File: src/rtl/core/gain_scheduled_position_pi_defines.svh
// assertion macros for the gain scheduled position pi controller
`ifndef GAIN_SCHEDULED_POSITION_PI_DEFINES_SVH
`define GAIN_SCHEDULED_POSITION_PI_DEFINES_SVH

`ifndef SYNTHESIS

// same-cycle implication, held off during reset
`define GSP_ASSERT_NOW(label, clk, rst_n, ante, cons) \
    label: assert property (@(posedge clk) disable iff (!rst_n) (ante) |-> (cons)) \
        else $error("assertion failed: same-cycle check");

// next-cycle implication, held off during reset
`define GSP_ASSERT_NEXT(label, clk, rst_n, ante, cons) \
    label: assert property (@(posedge clk) disable iff (!rst_n) (ante) |=> (cons)) \
        else $error("assertion failed: next-cycle check");

`else

`define GSP_ASSERT_NOW(label, clk, rst_n, ante, cons)
`define GSP_ASSERT_NEXT(label, clk, rst_n, ante, cons)

`endif

`endif

File: src/rtl/core/gsp_pi_pkg.sv
// shared types and constants of the gain scheduled position pi controller
`timescale 1ns / 1ps
`default_nettype none

package gsp_pi_pkg;

    localparam int ERR_W    = 33;
    localparam int SUM_W    = 40;
    localparam int GAIN_W   = 16;
    localparam int LIM_W    = 31;
    localparam int OLIM_W   = 15;
    localparam int DRIVE_W  = 16;
    localparam int CFG_W    = 31;
    localparam int IDX_W    = 3;
    localparam int MUL_A_W  = 40;
    localparam int PROD_W   = MUL_A_W + GAIN_W;
    localparam int FRAC_W   = 20;

    // gain scale of about 0.7, as 179/256
    localparam logic [MUL_A_W-1:0] SCALE_NUM = MUL_A_W'(179);
    localparam int SCALE_SHIFT = 8;

    localparam logic [DRIVE_W-1:0] TERM_MAX = DRIVE_W'(32767);

    // register indexes
    typedef enum logic [IDX_W-1:0] {
        REG_PROP_GAIN  = 3'd0,
        REG_INT_GAIN   = 3'd1,
        REG_INT_WINDOW = 3'd2,
        REG_SUM_LIMIT  = 3'd3,
        REG_OUT_LIMIT  = 3'd4
    } reg_index_t;

    // reset values
    localparam logic [GAIN_W-1:0] PROP_GAIN_RST  = GAIN_W'(4800);
    localparam logic [GAIN_W-1:0] INT_GAIN_RST   = GAIN_W'(480);
    localparam logic [LIM_W-1:0]  INT_WINDOW_RST = LIM_W'(0);
    localparam logic [LIM_W-1:0]  SUM_LIMIT_RST  = LIM_W'(23757);
    localparam logic [OLIM_W-1:0] OUT_LIMIT_RST  = OLIM_W'(750);

endpackage

`default_nettype wire

File: src/rtl/core/gain_scheduled_position_pi.sv
// gain scheduled position pi controller with conditional integration
`timescale 1ns / 1ps
`default_nettype none

`include "gain_scheduled_position_pi_defines.svh"

// Position PI controller. Each transfer on the input channel carries a target
// and a measured position (signed Q16.16) and yields exactly one drive value
// on the output channel. error = target - measured; when the error is below
// the previous sample's error both Q12.4 gains are scaled by 179/256. Inside
// the integration window (|error| < int_window) the error is added to the
// integral while the integral has not reached sum_limit in the error's
// direction; outside it the integral clears. drive = trunc(error*kp) +
// trunc(sum*ki), each term saturated to +/-32767, total clamped to
// +/-out_limit. An item passes through the idle step that takes the input
// transfer, then seven sequencer steps, with the result register loaded in
// the final step once the output is free. All four products (two
// gain scalings, two terms) go one after the other through a single 40x16
// multiplier, and the input stays stalled until the result is loaded. A
// finished result sits in the output register, so the next input can be
// taken while it waits; the sequencer holds in its final step only if the
// previous result has not yet been taken. Configuration writes through
// cfg_we/cfg_index/cfg_data take effect at once and are meant to happen
// while the block is idle.
module gain_scheduled_position_pi (
    input  wire logic                              clk,
    input  wire logic                              rst_n,
    // configuration write port
    input  wire logic                              cfg_we,
    input  wire logic [gsp_pi_pkg::IDX_W-1:0]      cfg_index,
    input  wire logic [gsp_pi_pkg::CFG_W-1:0]      cfg_data,
    // input channel
    input  wire logic                              in_valid,
    output logic                                   in_stall,
    input  wire logic signed [31:0]                target,
    input  wire logic signed [31:0]                measured,
    // output channel
    output logic                                   out_valid,
    input  wire logic                              out_stall,
    output logic signed [gsp_pi_pkg::DRIVE_W-1:0]  drive
);

    localparam int ERR_W   = gsp_pi_pkg::ERR_W;
    localparam int SUM_W   = gsp_pi_pkg::SUM_W;
    localparam int GAIN_W  = gsp_pi_pkg::GAIN_W;
    localparam int LIM_W   = gsp_pi_pkg::LIM_W;
    localparam int OLIM_W  = gsp_pi_pkg::OLIM_W;
    localparam int DRIVE_W = gsp_pi_pkg::DRIVE_W;
    localparam int MUL_A_W = gsp_pi_pkg::MUL_A_W;
    localparam int PROD_W  = gsp_pi_pkg::PROD_W;
    localparam int FRAC_W  = gsp_pi_pkg::FRAC_W;

    // sequencer steps
    typedef enum logic [2:0] {
        S_IDLE,     // waiting for an input transfer
        S_CMP,      // gain schedule and window compares
        S_ACC,      // integral update
        S_SCALE_P,  // multiplier: prop_gain * 179
        S_SCALE_I,  // multiplier: int_gain * 179
        S_TERM_P,   // multiplier: |error| * kp
        S_TERM_I,   // multiplier: |sum| * ki
        S_FIN       // sum the terms, clamp, load the result register
    } state_t;

    state_t state_reg, state_next;

    // configuration registers
    logic [GAIN_W-1:0] prop_gain_reg, prop_gain_next;
    logic [GAIN_W-1:0] int_gain_reg, int_gain_next;
    logic [LIM_W-1:0]  int_window_reg, int_window_next;
    logic [LIM_W-1:0]  sum_limit_reg, sum_limit_next;
    logic [OLIM_W-1:0] out_limit_reg, out_limit_next;

    // controller state
    logic signed [SUM_W-1:0] sum_reg, sum_next;
    logic signed [ERR_W-1:0] prev_err_reg, prev_err_next;

    // per-item working registers
    logic signed [ERR_W-1:0]   err_reg, err_next;
    logic                      scale_reg, scale_next;
    logic                      in_win_reg, in_win_next;
    logic [GAIN_W-1:0]         kp_reg, kp_next;
    logic [GAIN_W-1:0]         ki_reg, ki_next;
    logic [PROD_W-1:0]         prod_reg, prod_next;
    logic signed [DRIVE_W-1:0] tp_reg, tp_next;

    // result register
    logic                      out_valid_reg, out_valid_next;
    logic signed [DRIVE_W-1:0] drive_reg, drive_next;

    // shared multiplier
    logic [MUL_A_W-1:0] mul_a;
    logic [GAIN_W-1:0]  mul_b;
    logic [PROD_W-1:0]  mul_p;

    // helpers
    logic                      in_xfer;
    logic                      out_free;
    logic                      fin_wait;
    logic [ERR_W-1:0]          err_mag;
    logic [SUM_W-1:0]          sum_mag;
    logic signed [ERR_W:0]     err_w;
    logic signed [ERR_W:0]     win_w;
    logic signed [SUM_W-1:0]   slim_w;
    logic signed [SUM_W:0]     sum_add;
    logic [DRIVE_W-1:0]        term_q;
    logic signed [DRIVE_W-1:0] ti_val;
    logic signed [DRIVE_W:0]   total;
    logic signed [DRIVE_W:0]   olim_w;
    logic [GAIN_W-1:0]         scaled_gain;

    assign in_xfer   = in_valid && !in_stall;
    assign out_free  = !out_valid_reg || !out_stall;
    assign fin_wait  = (state_reg == S_FIN) && out_valid_reg;
    assign in_stall  = (state_reg != S_IDLE);
    assign out_valid = out_valid_reg;
    assign drive     = drive_reg;

    // magnitudes fit unsigned in the same width (most negative included)
    assign err_mag = err_reg[ERR_W-1] ? ERR_W'(-err_reg) : ERR_W'(err_reg);
    assign sum_mag = sum_reg[SUM_W-1] ? SUM_W'(-sum_reg) : SUM_W'(sum_reg);

    assign err_w   = {err_reg[ERR_W-1], err_reg};
    assign win_w   = {{(ERR_W + 1 - LIM_W){1'b0}}, int_window_reg};
    assign slim_w  = {{(SUM_W - LIM_W){1'b0}}, sum_limit_reg};
    assign sum_add = {sum_reg[SUM_W-1], sum_reg}
                   + {{(SUM_W + 1 - ERR_W){err_reg[ERR_W-1]}}, err_reg};
    assign olim_w  = {{(DRIVE_W + 1 - OLIM_W){1'b0}}, out_limit_reg};

    // floor(gain * 179 / 256) from the previous product
    assign scaled_gain = prod_reg[gsp_pi_pkg::SCALE_SHIFT +: GAIN_W];

    // product of a term, shifted down to an integer and saturated
    assign term_q = (prod_reg[PROD_W-1:FRAC_W + DRIVE_W - 1] != '0)
                  ? gsp_pi_pkg::TERM_MAX
                  : {1'b0, prod_reg[FRAC_W +: DRIVE_W - 1]};

    // integral term, signed by the updated integral (valid in the final step)
    assign ti_val = sum_reg[SUM_W-1] ? -$signed(term_q) : $signed(term_q);

    assign total = {tp_reg[DRIVE_W-1], tp_reg} + {ti_val[DRIVE_W-1], ti_val};

    // operand selection for the shared multiplier
    always_comb
    begin
        mul_a = '0;
        mul_b = '0;
        case (state_reg)
            S_SCALE_P:
            begin
                mul_a = gsp_pi_pkg::SCALE_NUM;
                mul_b = prop_gain_reg;
            end
            S_SCALE_I:
            begin
                mul_a = gsp_pi_pkg::SCALE_NUM;
                mul_b = int_gain_reg;
            end
            S_TERM_P:
            begin
                mul_a = {{(MUL_A_W - ERR_W){1'b0}}, err_mag};
                mul_b = kp_reg;
            end
            S_TERM_I:
            begin
                mul_a = sum_mag;
                mul_b = ki_reg;
            end
            default:
            begin
                mul_a = '0;
                mul_b = '0;
            end
        endcase
    end

    assign mul_p = {{GAIN_W{1'b0}}, mul_a} * {{MUL_A_W{1'b0}}, mul_b};

    always_comb
    begin
        state_next      = state_reg;
        prop_gain_next  = prop_gain_reg;
        int_gain_next   = int_gain_reg;
        int_window_next = int_window_reg;
        sum_limit_next  = sum_limit_reg;
        out_limit_next  = out_limit_reg;
        sum_next        = sum_reg;
        prev_err_next   = prev_err_reg;
        err_next        = err_reg;
        scale_next      = scale_reg;
        in_win_next     = in_win_reg;
        kp_next         = kp_reg;
        ki_next         = ki_reg;
        prod_next       = prod_reg;
        tp_next         = tp_reg;
        out_valid_next  = out_valid_reg;
        drive_next      = drive_reg;

        // result taken downstream
        if (out_valid_reg && !out_stall)
        begin
            out_valid_next = 1'b0;
        end

        // register writes
        if (cfg_we)
        begin
            case (cfg_index)
                gsp_pi_pkg::REG_PROP_GAIN:  prop_gain_next  = cfg_data[GAIN_W-1:0];
                gsp_pi_pkg::REG_INT_GAIN:   int_gain_next   = cfg_data[GAIN_W-1:0];
                gsp_pi_pkg::REG_INT_WINDOW: int_window_next = cfg_data[LIM_W-1:0];
                gsp_pi_pkg::REG_SUM_LIMIT:  sum_limit_next  = cfg_data[LIM_W-1:0];
                gsp_pi_pkg::REG_OUT_LIMIT:  out_limit_next  = cfg_data[OLIM_W-1:0];
                default: ;
            endcase
        end

        case (state_reg)
            S_IDLE:
            begin
                if (in_xfer)
                begin
                    err_next   = {target[31], target} - {measured[31], measured};
                    state_next = S_CMP;
                end
            end
            S_CMP:
            begin
                scale_next    = (err_reg < prev_err_reg);
                prev_err_next = err_reg;
                in_win_next   = (err_w > -win_w) && (err_w < win_w);
                state_next    = S_ACC;
            end
            S_ACC:
            begin
                if (!in_win_reg)
                begin
                    sum_next = '0;
                end
                else if ((!err_reg[ERR_W-1] && (err_reg != '0) && (sum_reg < slim_w))
                      || (err_reg[ERR_W-1] && (sum_reg > -slim_w)))
                begin
                    // saturate at the 40-bit signed range
                    if (sum_add[SUM_W] != sum_add[SUM_W-1])
                    begin
                        sum_next = sum_add[SUM_W]
                                 ? {1'b1, {(SUM_W - 1){1'b0}}}
                                 : {1'b0, {(SUM_W - 1){1'b1}}};
                    end
                    else
                    begin
                        sum_next = sum_add[SUM_W-1:0];
                    end
                end
                state_next = S_SCALE_P;
            end
            S_SCALE_P:
            begin
                prod_next  = mul_p;
                state_next = S_SCALE_I;
            end
            S_SCALE_I:
            begin
                kp_next    = scale_reg ? scaled_gain : prop_gain_reg;
                prod_next  = mul_p;
                state_next = S_TERM_P;
            end
            S_TERM_P:
            begin
                ki_next    = scale_reg ? scaled_gain : int_gain_reg;
                prod_next  = mul_p;
                state_next = S_TERM_I;
            end
            S_TERM_I:
            begin
                tp_next    = err_reg[ERR_W-1] ? -$signed(term_q) : $signed(term_q);
                prod_next  = mul_p;
                state_next = S_FIN;
            end
            S_FIN:
            begin
                // wait here while the previous result is still pending
                if (out_free)
                begin
                    if (total > olim_w)
                    begin
                        drive_next = DRIVE_W'(olim_w);
                    end
                    else if (total < -olim_w)
                    begin
                        drive_next = DRIVE_W'(-olim_w);
                    end
                    else
                    begin
                        drive_next = DRIVE_W'(total);
                    end
                    out_valid_next = 1'b1;
                    state_next     = S_IDLE;
                end
            end
            default:
            begin
                state_next = S_IDLE;
            end
        endcase
    end

    always_ff @(posedge clk or negedge rst_n)
    begin
        if (!rst_n)
        begin
            state_reg      <= S_IDLE;
            prop_gain_reg  <= gsp_pi_pkg::PROP_GAIN_RST;
            int_gain_reg   <= gsp_pi_pkg::INT_GAIN_RST;
            int_window_reg <= gsp_pi_pkg::INT_WINDOW_RST;
            sum_limit_reg  <= gsp_pi_pkg::SUM_LIMIT_RST;
            out_limit_reg  <= gsp_pi_pkg::OUT_LIMIT_RST;
            sum_reg        <= '0;
            prev_err_reg   <= '0;
            err_reg        <= '0;
            scale_reg      <= 1'b0;
            in_win_reg     <= 1'b0;
            kp_reg         <= '0;
            ki_reg         <= '0;
            prod_reg       <= '0;
            tp_reg         <= '0;
            out_valid_reg  <= 1'b0;
            drive_reg      <= '0;
        end
        else
        begin
            state_reg      <= state_next;
            prop_gain_reg  <= prop_gain_next;
            int_gain_reg   <= int_gain_next;
            int_window_reg <= int_window_next;
            sum_limit_reg  <= sum_limit_next;
            out_limit_reg  <= out_limit_next;
            sum_reg        <= sum_next;
            prev_err_reg   <= prev_err_next;
            err_reg        <= err_next;
            scale_reg      <= scale_next;
            in_win_reg     <= in_win_next;
            kp_reg         <= kp_next;
            ki_reg         <= ki_next;
            prod_reg       <= prod_next;
            tp_reg         <= tp_next;
            out_valid_reg  <= out_valid_next;
            drive_reg      <= drive_next;
        end
    end

    // an input transfer starts the sequence
    `GSP_ASSERT_NEXT(a_start_seq, clk, rst_n, in_xfer, state_reg == S_CMP)

    // a finished item does not leave while the previous result is still pending
    `GSP_ASSERT_NEXT(a_fin_hold, clk, rst_n, fin_wait && out_stall, fin_wait)

    // the input is stalled whenever the sequencer is busy
    `GSP_ASSERT_NOW(a_busy_stall, clk, rst_n, state_reg != S_IDLE, in_stall)

endmodule

`default_nettype wire

File: config.mk
export PLATFORM = sky130hd
export DESIGN_NAME = gain_scheduled_position_pi
export DESIGN_NICKNAME = d
export VERILOG_FILES = /design/src/rtl/core/gsp_pi_pkg.sv /design/src/rtl/core/gain_scheduled_position_pi.sv
export VERILOG_INCLUDE_DIRS = /design/src /design/src/rtl/core
export SDC_FILE = /design/constraint.sdc
export NUM_CORES = 2
export LEC_CHECK = 0
export BUFFER_PORTS_ARGS = -buffer_cell sky130_fd_sc_hd__buf_2
export CAP_MARGIN = 0
export CORE_UTILIZATION = 55
export CTS_BUF_LIST = sky130_fd_sc_hd__clkbuf_16
export DETAILED_ROUTE_END_ITERATION = 12
export HOLD_SLACK_MARGIN = 0.03
export PLACE_DENSITY_LB_ADDON = 0.1
export SYNTH_ARGS = -nofsm -noshare
export SYNTH_HDL_FRONTEND = slang
export SYNTH_SLANG_ARGS = --single-unit
File: constraint.sdc
create_clock -name clk -period 11.2 [get_ports clk]
set_clock_uncertainty 0.2 [all_clocks]
set_input_delay 0.56 -clock clk [delete_from_list [all_inputs] [get_ports clk]]
set_output_delay 0.56 -clock clk [all_outputs]
set_load 0.01 [all_outputs]
==> impl_metrics.toml <==
[cells_and_area]
syn_to_final_growth_pct = 7.490
largest_register_ffs = 48
drive_gt1_share_pct = 8.159
finalInstanceArea_mm2 = 0.04872
nets = 6379

[run_status]
status = "finished clean"

[die]
coreArea_mm2 = 0.08107
die_area_mm2 = 0.08356
die_x_um = 289.1
rows = 104
start_util_pct = 55.91
die_y_um = 289.1
io_pins = 121

[critical_path]
reg2reg_from = "err_reg[14]"
crit_family = "adder cells"
path_class = "reg -> reg"
cp.arrival_ns = 10.64
crit_top_cell = "fa_1"
cp.depth = 30
ff2ff_path_depth = 30
crit_path_max_fanout = 10
cp_data_required_time_ns = 11.42
cp-startpoint = "err_reg[14]"
crit_end = "prod_reg[48]"
crit_buf_inv = 4
cp-end-kind = "flop"
rrSetupSlack_ns = 0.78
cpPeakStageDelay_ns = 0.71
slowest_stage = "a2111oi_0"
rr_endpoint = "prod_reg[48]"
start_kind = "flop"

[job]
cap_violations = 0

[yosys]
synth.distinct_cells = 86
ys_seq_area_share_pct = 18.45
synth_flop_cell = "dfrtp_1"
synth_seq_cells = 333
synth_fp_nets = 6324
synth_area_per_cell_um2 = 8.595
syn_area_mm2 = 0.04532
synth_edf_count = 0
synthesis.instances = 5273
ys_warn_count = 0
async_flop_share_pct = 100.0

[sta]
final_hold_viol_count = 0
tns_ns = 0
rsz0062_at_grt = "false"
slew_headroom_pct = 15.99
finalMaxSlewViolations = 0
fmaxAchievable_mhz = 96.00
worstMarginPinSlew_ns = 1.252
finalCritPeriodShare_pct = 93.00
finalCriticalPeriod_ns = 10.42
timing.final.ws_setup_ns = 0.7835
setup_viol = 0

[min_path]
hp-class = "in -> reg"

[global_route]
antenna_found_initial = 3
grt_max_degree = 102
grt_pass1_wl_mm = 213.5
grt_pass1_vias = 37520
grt.overflow.total = 0
grt_use_total_pct = 33.22

[cts]
tritoncts = "done"
cts_sinks = 333
cts_buffers = 38
htreeDepth = 2
clk_latency_ns = 0.59
path_clk_slew_ns = 0.06
post_cts_buffers = 0
cts_root_buf = "clkbuf_16"
clockBufferDepth = 3

[detailed_routing]
wire_per_inst_um = 21.24
dr.pass1.iters = 6
post-route-drc-count = 0
vias = 38030
drt_iter0_markers = 2924
drt_wl_total_mm = 136.3
avgViaCountPerCell = 5.923
ant_nets = 0

[placed_design]
io_buffers = 120
gp_congestion = 0.9739
dp_hpwl_mm = 109.0
place_area_mm2 = 0.04743
pre_cts_ws_ns = 0.9076
## worst min path at each step
stage,start,endpoint,depth (start not counted)
finish,cfg_data[24],sum_limit_reg[24],2
global placement,drive[15],drive[15],2
floorplan,rst_n,drive[0],0
global route,cfg_data[24],sum_limit_reg[24],2
detailed placement,drive[15],drive[15],2
CTS,cfg_data[24],sum_limit_reg[24],2
## cell usage after synthesis (33+ instances only)
| cell | instances | share of area (%) |
|---|---|---|
| inv_1 | 758 | 6.3 |
| nand2_1 | 731 | 6.1 |
| fa_1 | 532 | 23 |
| ha_1 | 416 | 11 |
| nor2_1 | 398 | 3.3 |
| dfrtp_1 | 309 | 17 |
| o21ai_0 | 298 | 3.3 |
| a21oi_1 | 249 | 2.7 |
| clkbuf_1 | 187 | 1.5 |
| xnor2_1 | 145 | 2.8 |
| a21o_1 | 130 | 2.2 |
| xor2_1 | 105 | 2.0 |
| nor3_1 | 73 | 0.81 |
| mux2_2 | 66 | 1.6 |
| nand4_1 | 61 | 0.84 |
| a221o_1 | 53 | 1.2 |
| mux2i_1 | 53 | 1.2 |
| nand3_1 | 47 | 0.52 |
| nor4_1 | 45 | 0.62 |
| nor2b_1 | 42 | 0.58 |
| and3_1 | 38 | 0.52 |
| nand2b_1 | 33 | 0.46 |
## cells by family after synthesis
family                   synth area share (%)
flip-flops                              18.45
multiplexers                            2.810
adder cells (fa/ha/maj)                 34.98
AND/OR/NAND/NOR                         15.75
AO/OA/AOI/OAI                           14.92
buffers and inverters                   8.221
XOR/XNOR                                4.867
## final cells by class
class	count	area, um2
antenna	4	10.01
clock buffer	40	1001
clock inverter	28	207.7
fill	7263	32350
inverter	758	2845
multi-input combinational	3959	33450
sequential	333	8367
tap	1060	1326
timing repair buffer	238	1514
## stage by stage
stage               std cells  hold slack (ns)  utilization (%)
finish                   6420          0.04970            60.10
global route             6416          0.04347            60.08
CTS                      6416          0.03262            60.08
detailed placement       6341           0.2557            58.51
global placement         6341           0.2469            58.51
floorplan                5273          0.06441                -
## layer usage
| metal | global-route usage (%) | vias up | routed length, um |
|---|---|---|---|
| met4 | 10.50 | 2 | 4728 |
| met2 | 53.42 | 1442 | 62020 |
| met3 | 7.661 | 239 | 12330 |
| met1 | 44.47 | 18710 | 57250 |
| li1 | - | 17630 | - |
| met5 | 0 | - | 13 |
## repair_timing
action	4_1_cts	5_1_grt
hold endpoints to repair	97	0
hold buffers	7	0
gates resized for setup	0	0
## cells in the final DEF (no fill, tap or decap), drive strengths merged, types with 46 or more instances in the layout
master  count
inv       771
nand2     732
fa        532
ha        416
nor2      400
dfrtp     309
o21ai     307
a21oi     250
buf       231
xnor2     145
a21o      130
xor2      106
nor3       75
mux2       66
nand4      61
a221o      53
mux2i      53
nand3      47
nor4       46
Power is not shown: default switching activity piles up to over one toggle a cycle in this logic, so the estimate is an artifact.
